[src/rtl/gsks_pkg.sv]
// Package for the gated scalar scale estimator: constants, codes, the control state type and the scale clamp.
`timescale 1ns / 1ps

package gsks_pkg;

  // Field widths
  localparam int unsigned ScaleW = 29;
  localparam int unsigned VarW   = 31;
  localparam int unsigned DataW  = 32;
  localparam int unsigned AddrW  = 4;

  // Q8.24 constants
  localparam logic [ScaleW-1:0] SCALE_MIN   = 29'd83886;      // 0.005
  localparam logic [ScaleW-1:0] SCALE_MAX   = 29'd335544320;  // 20.0
  localparam logic [ScaleW-1:0] SCALE_RESET = 29'd3355443;    // 0.2
  localparam logic [31:0]       CONF_BIAS   = 32'd167772;     // 0.01
  localparam logic [37:0]       R_FLOOR     = 38'd16777;      // 0.001
  localparam logic [VarW-1:0]   VAR_INIT    = 31'd4194304;    // 0.25
  localparam logic [VarW-1:0]   VAR_MAX     = 31'h7FFF_FFFF;
  localparam logic [24:0]       ONE_Q       = 25'd16777216;   // 1.0
  localparam logic [31:0]       OBS_MIN     = 32'd83886;

  // Config reset values
  localparam logic [VarW-1:0] PROC_NOISE_RESET = 31'd1678;
  localparam logic [VarW-1:0] MEAS_BASE_RESET  = 31'd1677722;

  // Zero-velocity decay 99/100
  localparam logic [37:0] ZV_NUM = 38'd99;
  localparam logic [38:0] ZV_DEN = 39'd100;

  // Iteration counts of the serial divider and multiplier
  localparam logic [5:0] DIV_R_STEPS  = 6'd38;
  localparam logic [5:0] DIV_K_STEPS  = 6'd24;
  localparam logic [5:0] DIV_Z_STEPS  = 6'd31;
  localparam logic [5:0] MUL_SQ_STEPS = 6'd32;
  localparam logic [5:0] MUL_K_STEPS  = 6'd25;

  typedef enum logic [1:0] {
    CMD_UPDATE   = 2'd0,
    CMD_ZERO_VEL = 2'd1,
    CMD_RESTART  = 2'd2
  } cmd_e;

  typedef enum logic [2:0] {
    ST_ACCEPTED  = 3'd0,
    ST_INVALID   = 3'd1,
    ST_GATED     = 3'd2,
    ST_ZERO_VEL  = 3'd3,
    ST_RESTARTED = 3'd4
  } status_e;

  typedef enum logic [1:0] {
    REG_INIT_SCALE = 2'd0,
    REG_PROC_NOISE = 2'd1,
    REG_MEAS_BASE  = 2'd2
  } reg_idx_e;

  typedef enum logic [3:0] {
    S_IDLE,
    S_DECODE,
    S_DIV_R,
    S_SUM,
    S_MUL_SQ,
    S_GATE,
    S_DIV_K,
    S_MUL_KI,
    S_SCALE,
    S_MUL_V,
    S_DIV_Z,
    S_DONE
  } state_e;

  // Clamp a signed scale candidate to [SCALE_MIN, SCALE_MAX]
  function automatic logic [ScaleW-1:0] clamp_scale(input logic signed [33:0] s);
    logic signed [33:0] lo;
    logic signed [33:0] hi;
    lo = $signed({5'b0, SCALE_MIN});
    hi = $signed({5'b0, SCALE_MAX});
    if (s < lo) begin
      clamp_scale = SCALE_MIN;
    end else if (s > hi) begin
      clamp_scale = SCALE_MAX;
    end else begin
      clamp_scale = s[ScaleW-1:0];
    end
  endfunction

endpackage

[src/rtl/gated_scalar_kalman_scale.sv]
// Top level: one-state Kalman scale estimator with innovation gate, bit-serial datapath.
// One item at a time: the next input is taken the cycle after the result loads into the
// output register, which an output stall can hold back. The datapath is a shared radix-2
// divider (38, 24 or 31 steps) and a shared shift-add multiplier (32 + 25 + 25 steps).
// Reset: async active low; scale 0.2, variance 0.25, registers to their defaults, no result.
`timescale 1ns / 1ps

module gated_scalar_kalman_scale (
  input  logic                            clk_i,
  input  logic                            rst_ni,
  // input item channel
  input  logic                            in_valid_i,
  output logic                            in_stall_o,
  input  logic [1:0]                      command_i,
  input  logic signed [31:0]              observed_scale_i,
  input  logic signed [31:0]              confidence_i,
  // result channel
  output logic                            out_valid_o,
  input  logic                            out_stall_i,
  output logic [gsks_pkg::ScaleW-1:0]     scale_estimate_o,
  output logic [gsks_pkg::VarW-1:0]       scale_variance_o,
  output logic [2:0]                      status_o,
  // APB config port
  input  logic                            psel,
  input  logic                            penable,
  input  logic                            pwrite,
  input  logic [gsks_pkg::AddrW-1:0]      paddr,
  input  logic [gsks_pkg::DataW-1:0]      pwdata,
  output logic [gsks_pkg::DataW-1:0]      prdata,
  output logic                            pready
);

  import gsks_pkg::*;

  // ---------------------------------------------------------------------------
  // Config registers
  // ---------------------------------------------------------------------------
  logic [ScaleW-1:0] init_scale_q;
  logic [VarW-1:0]   proc_noise_q;
  logic [VarW-1:0]   meas_base_q;
  logic              cfg_wr;

  assign pready = 1'b1;
  assign cfg_wr = psel && penable && pwrite;

  always_ff @(posedge clk_i or negedge rst_ni) begin
    if (!rst_ni) begin
      init_scale_q <= SCALE_RESET;
      proc_noise_q <= PROC_NOISE_RESET;
      meas_base_q  <= MEAS_BASE_RESET;
    end else if (cfg_wr) begin
      unique case (reg_idx_e'(paddr[3:2]))
        REG_INIT_SCALE: init_scale_q <= pwdata[ScaleW-1:0];
        REG_PROC_NOISE: proc_noise_q <= pwdata[VarW-1:0];
        REG_MEAS_BASE:  meas_base_q  <= pwdata[VarW-1:0];
        default: ;  // unmapped address, write dropped
      endcase
    end
  end

  always_comb begin
    unique case (reg_idx_e'(paddr[3:2]))
      REG_INIT_SCALE: prdata = {3'b0, init_scale_q};
      REG_PROC_NOISE: prdata = {1'b0, proc_noise_q};
      REG_MEAS_BASE:  prdata = {1'b0, meas_base_q};
      default:        prdata = '0;
    endcase
  end

  // ---------------------------------------------------------------------------
  // Control and estimator state
  // ---------------------------------------------------------------------------
  state_e            state_q, state_d;
  logic [ScaleW-1:0] scale_q, scale_d;    // scale estimate
  logic [VarW-1:0]   var_q, var_d;        // estimate variance
  logic              out_valid_q, out_valid_d;

  // Item and intermediate payload (no reset needed)
  logic [1:0]        cmd_q;
  logic [31:0]       obs_q, conf_q;
  logic [31:0]       mag_q, mag_d;        // |innovation|
  logic              neg_q, neg_d;        // innovation sign
  logic [38:0]       s_q, s_d;            // S = P + R
  logic [39:0]       s9_q, s9_d;          // 9*S, modulo 2^40
  logic [23:0]       k_q, k_d;            // gain
  logic [31:0]       step_q, step_d;      // rounded scale correction
  status_e           status_q, status_d;

  // Shared radix-2 restoring divider
  logic [38:0]       rem_q, rem_d;
  logic [37:0]       quo_q, quo_d;        // dividend bits in, quotient bits out
  logic [38:0]       dvs_q, dvs_d;
  // Shared shift-add multiplier
  logic [31:0]       mc_q, mc_d;
  logic [31:0]       hi_q, hi_d;
  logic [31:0]       lo_q, lo_d;
  // Iteration counter, shared by both units
  logic [5:0]        cnt_q, cnt_d;

  // Output register
  logic [ScaleW-1:0] out_scale_q;
  logic [VarW-1:0]   out_var_q;
  status_e           out_status_q;
  logic              out_load;

  logic in_xfer, out_xfer;
  assign in_stall_o = (state_q != S_IDLE);
  assign in_xfer    = in_valid_i && !in_stall_o;
  assign out_xfer   = out_valid_q && !out_stall_i;

  // ---------------------------------------------------------------------------
  // Datapath helpers
  // ---------------------------------------------------------------------------
  // divider step: shift in the next dividend bit, trial subtract
  logic [39:0] rem_sh;
  logic [40:0] div_diff;
  logic [38:0] div_rem_nx;
  logic [37:0] div_quo_nx;

  assign rem_sh   = {rem_q, quo_q[37]};
  assign div_diff = {1'b0, rem_sh} - {2'b0, dvs_q};

  always_comb begin
    if (!div_diff[40]) begin
      div_rem_nx = div_diff[38:0];
      div_quo_nx = {quo_q[36:0], 1'b1};
    end else begin
      div_rem_nx = rem_sh[38:0];
      div_quo_nx = {quo_q[36:0], 1'b0};
    end
  end

  // multiplier step: conditional add, shift right; low product bits land in lo
  logic [32:0] mul_sum;
  logic [31:0] mul_hi_nx, mul_lo_nx;

  assign mul_sum   = {1'b0, hi_q} + (lo_q[0] ? {1'b0, mc_q} : 33'd0);
  assign mul_hi_nx = mul_sum[32:1];
  assign mul_lo_nx = {mul_sum[0], lo_q[31:1]};

  // 25-step product P: P >> 24 = {hi, lo[31]}, P mod 2^24 = lo[30:7]
  logic [32:0] prod25_top;
  logic        prod25_frac_nz;
  assign prod25_top     = {hi_q, lo_q[31]};
  assign prod25_frac_nz = |lo_q[30:7];

  // 32-step square: innov^2 >> 24 and its fraction
  logic [39:0] sq_top;
  logic        sq_frac_nz;
  assign sq_top     = {hi_q, lo_q[31:24]};
  assign sq_frac_nz = |lo_q[23:0];

  // combinational arithmetic for the decode, sum and scale states
  logic [31:0]        var_sum;
  logic [VarW-1:0]    var_sat;
  logic signed [32:0] innov;
  logic [32:0]        innov_abs;
  logic               reject;
  logic [37:0]        zv_dividend;
  logic [37:0]        r_floored;
  logic signed [33:0] scale_cand;

  assign var_sum   = {1'b0, var_q} + {1'b0, proc_noise_q};
  assign var_sat   = var_sum[31] ? VAR_MAX : var_sum[VarW-1:0];
  assign innov     = $signed({obs_q[31], obs_q}) - $signed({4'b0, scale_q});
  assign innov_abs = innov[32] ? 33'(-innov) : 33'(innov);
  assign reject    = ($signed(obs_q) <= $signed(OBS_MIN)) || conf_q[31] || (conf_q == 32'd0);
  assign zv_dividend = 38'(var_q) * ZV_NUM;
  assign r_floored = (quo_q < R_FLOOR) ? R_FLOOR : quo_q;
  assign scale_cand = neg_q ? ($signed({5'b0, scale_q}) - $signed({2'b0, step_q}))
                            : ($signed({5'b0, scale_q}) + $signed({2'b0, step_q}));

  // ---------------------------------------------------------------------------
  // Sequencer
  // ---------------------------------------------------------------------------
  always_comb begin
    state_d     = state_q;
    scale_d     = scale_q;
    var_d       = var_q;
    out_valid_d = out_valid_q;
    mag_d       = mag_q;
    neg_d       = neg_q;
    s_d         = s_q;
    s9_d        = s9_q;
    k_d         = k_q;
    step_d      = step_q;
    status_d    = status_q;
    rem_d       = rem_q;
    quo_d       = quo_q;
    dvs_d       = dvs_q;
    mc_d        = mc_q;
    hi_d        = hi_q;
    lo_d        = lo_q;
    cnt_d       = cnt_q;
    out_load    = 1'b0;

    if (out_xfer) begin
      out_valid_d = 1'b0;
    end

    unique case (state_q)
      S_IDLE: begin
        if (in_xfer) begin
          state_d = S_DECODE;
        end
      end

      S_DECODE: begin
        unique case (cmd_e'(cmd_q))
          CMD_UPDATE: begin
            if (reject) begin
              status_d = ST_INVALID;
              state_d  = S_DONE;
            end else begin
              // process noise first; kept even if the item is gated out
              var_d = var_sat;
              neg_d = innov[32];
              mag_d = innov_abs[31:0];
              // R = (base << 24) / (conf + 0.01); top 17 dividend bits preload the remainder
              rem_d = 39'(meas_base_q[30:14]);
              quo_d = {meas_base_q[13:0], 24'd0};
              dvs_d = {7'd0, conf_q + CONF_BIAS};
              cnt_d = DIV_R_STEPS;
              state_d = S_DIV_R;
            end
          end
          CMD_ZERO_VEL: begin
            // P * 99 / 100
            rem_d   = 39'(zv_dividend[37:31]);
            quo_d   = {zv_dividend[30:0], 7'd0};
            dvs_d   = ZV_DEN;
            cnt_d   = DIV_Z_STEPS;
            state_d = S_DIV_Z;
          end
          CMD_RESTART: begin
            scale_d  = clamp_scale($signed({5'b0, init_scale_q}));
            var_d    = VAR_INIT;
            status_d = ST_RESTARTED;
            state_d  = S_DONE;
          end
          default: begin
            status_d = ST_INVALID;  // reserved command
            state_d  = S_DONE;
          end
        endcase
      end

      S_DIV_R: begin
        if (cnt_q != 6'd0) begin
          rem_d = div_rem_nx;
          quo_d = div_quo_nx;
          cnt_d = cnt_q - 6'd1;
        end else begin
          state_d = S_SUM;
        end
      end

      S_SUM: begin
        s_d = {8'd0, var_q} + {1'b0, r_floored};
        // innov^2
        mc_d    = mag_q;
        hi_d    = '0;
        lo_d    = mag_q;
        cnt_d   = MUL_SQ_STEPS;
        state_d = S_MUL_SQ;
      end

      S_MUL_SQ: begin
        // 9*S kept to 40 bits, so 9*S*2^24 wraps at 64 bits
        s9_d = {s_q[36:0], 3'd0} + {1'b0, s_q};
        if (cnt_q != 6'd0) begin
          hi_d  = mul_hi_nx;
          lo_d  = mul_lo_nx;
          cnt_d = cnt_q - 6'd1;
        end else begin
          state_d = S_GATE;
        end
      end

      S_GATE: begin
        // innov^2 > (9*S*2^24 mod 2^64), tested only while S < 2^38
        if (!s_q[38] && ((sq_top > s9_q) || ((sq_top == s9_q) && sq_frac_nz))) begin
          status_d = ST_GATED;
          state_d  = S_DONE;
        end else begin
          // K = (P << 24) / S; P < S so P itself preloads the remainder
          rem_d   = 39'(var_q);
          quo_d   = '0;
          dvs_d   = s_q;
          cnt_d   = DIV_K_STEPS;
          state_d = S_DIV_K;
        end
      end

      S_DIV_K: begin
        if (cnt_q != 6'd0) begin
          rem_d = div_rem_nx;
          quo_d = div_quo_nx;
          cnt_d = cnt_q - 6'd1;
        end else begin
          k_d     = quo_q[23:0];
          mc_d    = mag_q;
          hi_d    = '0;
          lo_d    = {8'd0, quo_q[23:0]};
          cnt_d   = MUL_K_STEPS;
          state_d = S_MUL_KI;
        end
      end

      S_MUL_KI: begin
        if (cnt_q != 6'd0) begin
          hi_d  = mul_hi_nx;
          lo_d  = mul_lo_nx;
          cnt_d = cnt_q - 6'd1;
        end else begin
          // negative innovation rounds the step up so the update floors
          step_d  = 32'(prod25_top + {32'd0, (neg_q && prod25_frac_nz)});
          state_d = S_SCALE;
        end
      end

      S_SCALE: begin
        scale_d = clamp_scale(scale_cand);
        // (1 - K) * P
        mc_d    = {1'b0, var_q};
        hi_d    = '0;
        lo_d    = {7'd0, ONE_Q - {1'b0, k_q}};
        cnt_d   = MUL_K_STEPS;
        state_d = S_MUL_V;
      end

      S_MUL_V: begin
        if (cnt_q != 6'd0) begin
          hi_d  = mul_hi_nx;
          lo_d  = mul_lo_nx;
          cnt_d = cnt_q - 6'd1;
        end else begin
          var_d    = prod25_top[VarW-1:0];
          status_d = ST_ACCEPTED;
          state_d  = S_DONE;
        end
      end

      S_DIV_Z: begin
        if (cnt_q != 6'd0) begin
          rem_d = div_rem_nx;
          quo_d = div_quo_nx;
          cnt_d = cnt_q - 6'd1;
        end else begin
          var_d    = quo_q[VarW-1:0];
          status_d = ST_ZERO_VEL;
          state_d  = S_DONE;
        end
      end

      S_DONE: begin
        // hand the result over once the output register is free or draining
        if (!out_valid_q || !out_stall_i) begin
          out_load    = 1'b1;
          out_valid_d = 1'b1;
          state_d     = S_IDLE;
        end
      end

      default: state_d = S_IDLE;
    endcase
  end

  always_ff @(posedge clk_i or negedge rst_ni) begin
    if (!rst_ni) begin
      state_q     <= S_IDLE;
      scale_q     <= SCALE_RESET;
      var_q       <= VAR_INIT;
      out_valid_q <= 1'b0;
      cnt_q       <= '0;
    end else begin
      state_q     <= state_d;
      scale_q     <= scale_d;
      var_q       <= var_d;
      out_valid_q <= out_valid_d;
      cnt_q       <= cnt_d;
    end
  end

  always_ff @(posedge clk_i) begin
    if (in_xfer) begin
      cmd_q  <= command_i;
      obs_q  <= observed_scale_i;
      conf_q <= confidence_i;
    end
    mag_q    <= mag_d;
    neg_q    <= neg_d;
    s_q      <= s_d;
    s9_q     <= s9_d;
    k_q      <= k_d;
    step_q   <= step_d;
    status_q <= status_d;
    rem_q    <= rem_d;
    quo_q    <= quo_d;
    dvs_q    <= dvs_d;
    mc_q     <= mc_d;
    hi_q     <= hi_d;
    lo_q     <= lo_d;
    if (out_load) begin
      out_scale_q  <= scale_q;
      out_var_q    <= var_q;
      out_status_q <= status_q;
    end
  end

  assign out_valid_o      = out_valid_q;
  assign scale_estimate_o = out_scale_q;
  assign scale_variance_o = out_var_q;
  assign status_o         = out_status_q;

  // ---------------------------------------------------------------------------
  // Assertions
  // ---------------------------------------------------------------------------
  a_scale_range: assert property (@(posedge clk_i) disable iff (!rst_ni)
    (scale_q >= SCALE_MIN) && (scale_q <= SCALE_MAX))
    else $error("scale estimate left its clamp range");

  a_div_rem: assert property (@(posedge clk_i) disable iff (!rst_ni)
    ((state_q == S_DIV_R) || (state_q == S_DIV_K) || (state_q == S_DIV_Z)) |->
    (rem_q < dvs_q))
    else $error("divider partial remainder not below divisor");

  a_take_item: assert property (@(posedge clk_i) disable iff (!rst_ni)
    (in_valid_i && !in_stall_o) |=> (state_q == S_DECODE))
    else $error("accepted item not decoded next cycle");

  a_handoff: assert property (@(posedge clk_i) disable iff (!rst_ni)
    ((state_q == S_DONE) && (!out_valid_q || !out_stall_i)) |=>
    (out_valid_q && (state_q == S_IDLE)))
    else $error("finished result not moved to output register");

endmodule

[config.mk]
export PLATFORM = sky130hd
export DESIGN_NAME = gated_scalar_kalman_scale
export DESIGN_NICKNAME = d
export VERILOG_FILES = /design/src/rtl/gsks_pkg.sv /design/src/rtl/gated_scalar_kalman_scale.sv
export SDC_FILE = /design/constraint.sdc
export NUM_CORES = 2
export LEC_CHECK = 0
export ABC_AREA = 1
export BUFFER_PORTS_ARGS = -buffer_cell sky130_fd_sc_hd__buf_4
export CORE_AREA = 2 2 300 302
export DETAILED_ROUTE_END_ITERATION = 16
export DIE_AREA = 0 0 302 304
export GPL_TIMING_DRIVEN = 0
export PLACE_DENSITY = 0.79
export REMOVE_ABC_BUFFERS = 1
export SETUP_SLACK_MARGIN = 0.4
export SLEW_MARGIN = 20
export SYNTH_ARGS = -nofsm -noshare
export SYNTH_HDL_FRONTEND = slang
export SYNTH_SLANG_ARGS = --single-unit
[constraint.sdc]
create_clock -name clk_i -period 15 [get_ports clk_i]
set_input_delay 4.5 -clock clk_i [delete_from_list [all_inputs] [get_ports clk_i]]
set_output_delay 4.5 -clock clk_i [all_outputs]
set_load 0.05 [all_outputs]
==> reports/summary.txt <==
STATUS
--------------------------------------------------------------------------------------
Status ..................................................................    completed

CRITICAL PATH
--------------------------------------------------------------------------------------
Total stage count of the critical path ..................................            7
Worst path max stage delay ..............................................      0.63 ns
Critical-path cell list ................................................. buf_4, inv_1, nand2_1, inv_1, nand2_1, nand3_1, buf_4
Crit start category ..................................................... primary input
Launching point of the worst reg2reg path ...............................   state_q[1]
Worst r2r path cells ....................................................           17
Last element of the critical path .......................................   prdata[18]
Worst reg2reg endpoint ..................................................    rem_q[32]
Crit path max-delay family .............................................. buffers and inverters
Top fanout value on the critical path ...................................           19
Register-to-register setup slack ........................................      8.35 ns
Crit path arrival time ..................................................      6.42 ns
Req. time, crit path ....................................................     10.50 ns
Worst setup path start ..................................................     paddr[2]
Crit end category .......................................................  output port
Slowest cell on the critical path ....................................... sky130_fd_sc_hd__inv_1
Start-to-end type of the worst setup path ...............................       in2out
Crit path buffers/inverters .............................................            4

ROUTE
--------------------------------------------------------------------------------------
Via count ...............................................................        50300
Mean routed wirelength per cell .........................................      24.7 um
Post-route DRC violation count ..........................................            0
First-pass iteration count of the detailed router .......................            8
Iteration-0 DRC Markers .................................................         7529
Via-to-Cell Ratio .......................................................         6.13
Total detailed-routing wirelength .......................................    203000 um
Residual antenna-violating net count after detailed routing .............            0

CLOCK NETWORK
--------------------------------------------------------------------------------------
Clock transition at the registers of the reported paths .................      0.06 ns
CTS-repair resized insts ................................................            0
Buffer cell driving the clock tree root ................................. sky130_fd_sc_hd__clkbuf_16
Number of buffers created by CTS ........................................           78
Clock tree from TritonCTS ...............................................        built
Buffer levels on the longest clock path .................................            3
Buffers inserted during post-CTS setup optimization .....................            0
Number of hold buffers added after CTS ..................................            0
Number of H-tree levels .................................................            3
Sinks on the clock net ..................................................          674
Worst-Skew Late Latency .................................................      0.67 ns

TIMING
--------------------------------------------------------------------------------------
Setup TNS ...............................................................         0 ns
Actual slew at the worst max-slew pin ...................................      1.18 ns
Setup violation total in the final timing report ........................            0
Final critical-path share of the clock period ...........................        72.8%
Fmax ....................................................................     91.6 MHz
Hold violation total from the final report ..............................            0
Pins Over Slew Limit ....................................................            0
Worst slew margin .......................................................        21.1%
Clock skew after layout .................................................    0.0285 ns
Clock period minus worst slack ..........................................     10.92 ns
Unrepaired setup endpoints after global routing .........................           no

GLOBAL ROUTE
--------------------------------------------------------------------------------------
Initial antenna violation count .........................................           10
Largest net degree at the start of global routing .......................           99
Number of global-route vias before repair ...............................        46000
Congestion Overflow GR ..................................................            0
Global-route wire length before repair ..................................    295000 um
Overall fraction of global-route tracks in use ..........................        43.6%

YOSYS
--------------------------------------------------------------------------------------
Share of async-settable or async-resettable flops after synthesis .......        24.0%
Largest family of logic cells by synthesized area ....................... simple AND/OR/NAND/NOR gates
Post-Synthesis Cells ....................................................         6783
Post-synthesis cell type count ..........................................           74
Synth warnings ..........................................................            0
Share of cell area taken by muxes after synthesis .......................           0%
Synthesis-stage register bit count ......................................          674
Compound-gate portion of the synthesized area ...........................        14.8%
Number of enable flip-flop cells after synthesis ........................          512
Adder-cell share of the synthesized area ................................        12.2%
Synthesized area ........................................................ 0.0517 sq mm
Average cell area after synthesis .......................................   7.63 sq um
Post-synthesis share of cell area spent on and, or, nand and nor gates ..        22.4%
Fraction of synthesized cell area in xor and xnor cells .................        3.59%
Commonest register cell after synthesis ................................. sky130_fd_sc_hd__edfxtp_1
Post-synthesis sequential area ratio ....................................        37.7%

PLACE
--------------------------------------------------------------------------------------
Detailed placer's ending HPWL ...........................................    164000 um
Weighted congestion reported at the end of routability-driven placement .         1.04
Cell count after placement ..............................................         8053
Post-DP Area ............................................................ 0.0551 sq mm
Total of buffers placed on input and output ports .......................          201

DIE
--------------------------------------------------------------------------------------
Width of the die ........................................................       302 um
Initial core utilization ................................................        58.1%
Core area ............................................................... 0.0890 sq mm
Die area ................................................................ 0.0918 sq mm
Die H ...................................................................       304 um
Count of boundary I/O pins ..............................................          207
Number of cell rows .....................................................          110

LAYOUT
--------------------------------------------------------------------------------------
Final Cell Area ......................................................... 0.0577 sq mm
Finished Layout Cells ...................................................         8198
Number of fillers in the final layout ...................................         7877
Layout Nets .............................................................         7537
Share of post-route cells with drive strength above 1 ...................        7.14%
Area overhead of the layout relative to synthesis .......................        11.6%

FLOW RUN
--------------------------------------------------------------------------------------
Count of maximum capacitance violations .................................            0

HOLD PATH
--------------------------------------------------------------------------------------
Min-delay worst type ....................................................      reg2reg

==> synth_stat cells (all sizes together) (27+ instances only) <==
cell type,instances,area [sq um]
nand4,77,494
a21oi,475,2400
fa,58,1160
a22oi,27,203
o21ai,494,2480
dfstp,42,1100
a31oi,55,344
dfrtp,120,3000
o211ai,79,593
inv,1098,4120
o22ai,41,257
xnor2,61,534
o21bai,28,210
nor4,46,294
edfxtp,512,15400
clkbuf,126,477
nand3,270,1360
nor3,80,410
nand2,1617,6090
buf,33,201
ha,413,5170
o21a,32,240
nor2,677,2570
xor2,151,1320
==> layer usage <==
metal	vias up	routed length (um)	GRT usage, %
met1	23600	82700	61.7
met3	552	26900	13.1
li1	23000	-	-
met5	-	82	0
met2	3179	80600	60.2
met4	12	12400	21.6
==> worst register-to-register path: stages, from the launching register on <==
cell	delay [ns]
sky130_fd_sc_hd__dfrtp_1	0.40
sky130_fd_sc_hd__inv_1	0.08
sky130_fd_sc_hd__nor2_1	0.24
sky130_fd_sc_hd__nand2_4	0.43
sky130_fd_sc_hd__inv_2	0.77
sky130_fd_sc_hd__nor2_1	0.41
sky130_fd_sc_hd__inv_1	0.76
sky130_fd_sc_hd__o22ai_1	0.21
sky130_fd_sc_hd__nor4b_2	0.84
sky130_fd_sc_hd__buf_2	0.36
sky130_fd_sc_hd__buf_2	0.28
sky130_fd_sc_hd__buf_4	0.22
sky130_fd_sc_hd__buf_2	0.25
sky130_fd_sc_hd__buf_2	0.23
sky130_fd_sc_hd__buf_4	0.19
sky130_fd_sc_hd__buf_4	0.19
sky130_fd_sc_hd__buf_2	0.23
sky130_fd_sc_hd__buf_2	0.24
==> per-stage QoR <==
step	util (%)	setup slack [ns]	hold slack [ns]
after floorplan	-	3.37	0.400
after global placement	60.7	-4.57	0.434
after detailed placement	61.8	4.15	0.405
after CTS	64.8	4.13	0.449
after global routing	64.8	3.99	0.463
final	64.8	4.08	0.450
==> logic make-up (layout without fill, tap and decap cells) <==
group	Yosys count	count (layout)
adder cells (fa/ha/maj)	471	471
AO/OA/AOI/OAI	1345	1345
AND/OR/NAND/NOR	2817	2817
other	2	7
buffers and inverters	1262	1496
XOR/XNOR	212	212
flip-flops	674	674
==> sequential cells by signal (all words and copies together), names as in the netlist, 32 cells and up <==
name,count
dvs_q,39
mag_q,32
lo_q,32
mc_q,32
s9_q,40
s_q,39
quo_q,38
conf_q,32
step_q,32
rem_q,39
hi_q,32
obs_q,32
==> layout make-up <==
type                       count  area [sq um]  area share [%]
clock inverter                43           499           0.865
clock buffer                  97          2120            3.68
multi-input combinational   4847         27700            47.9
timing repair buffer         253          2330            4.04
tap                         1176          1470            2.55
sequential                   674         19500            33.8
inverter                    1103          4140            7.18
antenna                        5          12.5          0.0217
==> cell usage in the layout, fill, tap and decap left out, types with 10 or more instances in the layout <==
cell,count
sky130_fd_sc_hd__a21o_1,24
sky130_fd_sc_hd__a21oi_1,469
sky130_fd_sc_hd__a22oi_1,27
sky130_fd_sc_hd__a31oi_1,54
sky130_fd_sc_hd__buf_12,15
sky130_fd_sc_hd__buf_16,10
sky130_fd_sc_hd__buf_4,207
sky130_fd_sc_hd__clkbuf_1,10
sky130_fd_sc_hd__clkbuf_16,79
sky130_fd_sc_hd__clkinv_1,13
sky130_fd_sc_hd__clkinv_2,10
sky130_fd_sc_hd__dfrtp_1,120
sky130_fd_sc_hd__dfstp_2,42
sky130_fd_sc_hd__edfxtp_1,512
sky130_fd_sc_hd__fa_1,58
sky130_fd_sc_hd__ha_1,413
sky130_fd_sc_hd__inv_1,1094
sky130_fd_sc_hd__nand2_1,1603
sky130_fd_sc_hd__nand2_2,11
sky130_fd_sc_hd__nand3_1,267
sky130_fd_sc_hd__nand3b_1,14
sky130_fd_sc_hd__nand4_1,75
sky130_fd_sc_hd__nor2_1,652
sky130_fd_sc_hd__nor2_2,13
sky130_fd_sc_hd__nor2_4,12
sky130_fd_sc_hd__nor3_1,77
sky130_fd_sc_hd__nor4_1,44
sky130_fd_sc_hd__o2111ai_1,14
sky130_fd_sc_hd__o211ai_1,79
sky130_fd_sc_hd__o21a_1,32
sky130_fd_sc_hd__o21ai_0,478
sky130_fd_sc_hd__o21ai_1,13
sky130_fd_sc_hd__o21bai_1,28
sky130_fd_sc_hd__o221ai_1,11
sky130_fd_sc_hd__o22ai_1,41
sky130_fd_sc_hd__or2_2,11
sky130_fd_sc_hd__xnor2_1,61
sky130_fd_sc_hd__xor2_1,151
==> how the worst min path moves through the flow <==
stage                           start          end  slack [ns]  depth (start not counted)
after floorplan           status_q[0]  status_o[0]        0.40                          0
after global placement       quo_q[4]       k_q[4]        0.43                          0
after detailed placement  status_q[1]  status_o[1]        0.40                          0
after CTS                    quo_q[4]       k_q[4]        0.45                          0
after global routing      status_q[1]  status_o[1]        0.46                          0
final                        quo_q[4]       k_q[4]        0.45                          0
Power is left out: the tool's default activity adds up to more than one toggle a clock period on the data nets, which glitch-free logic cannot reach.
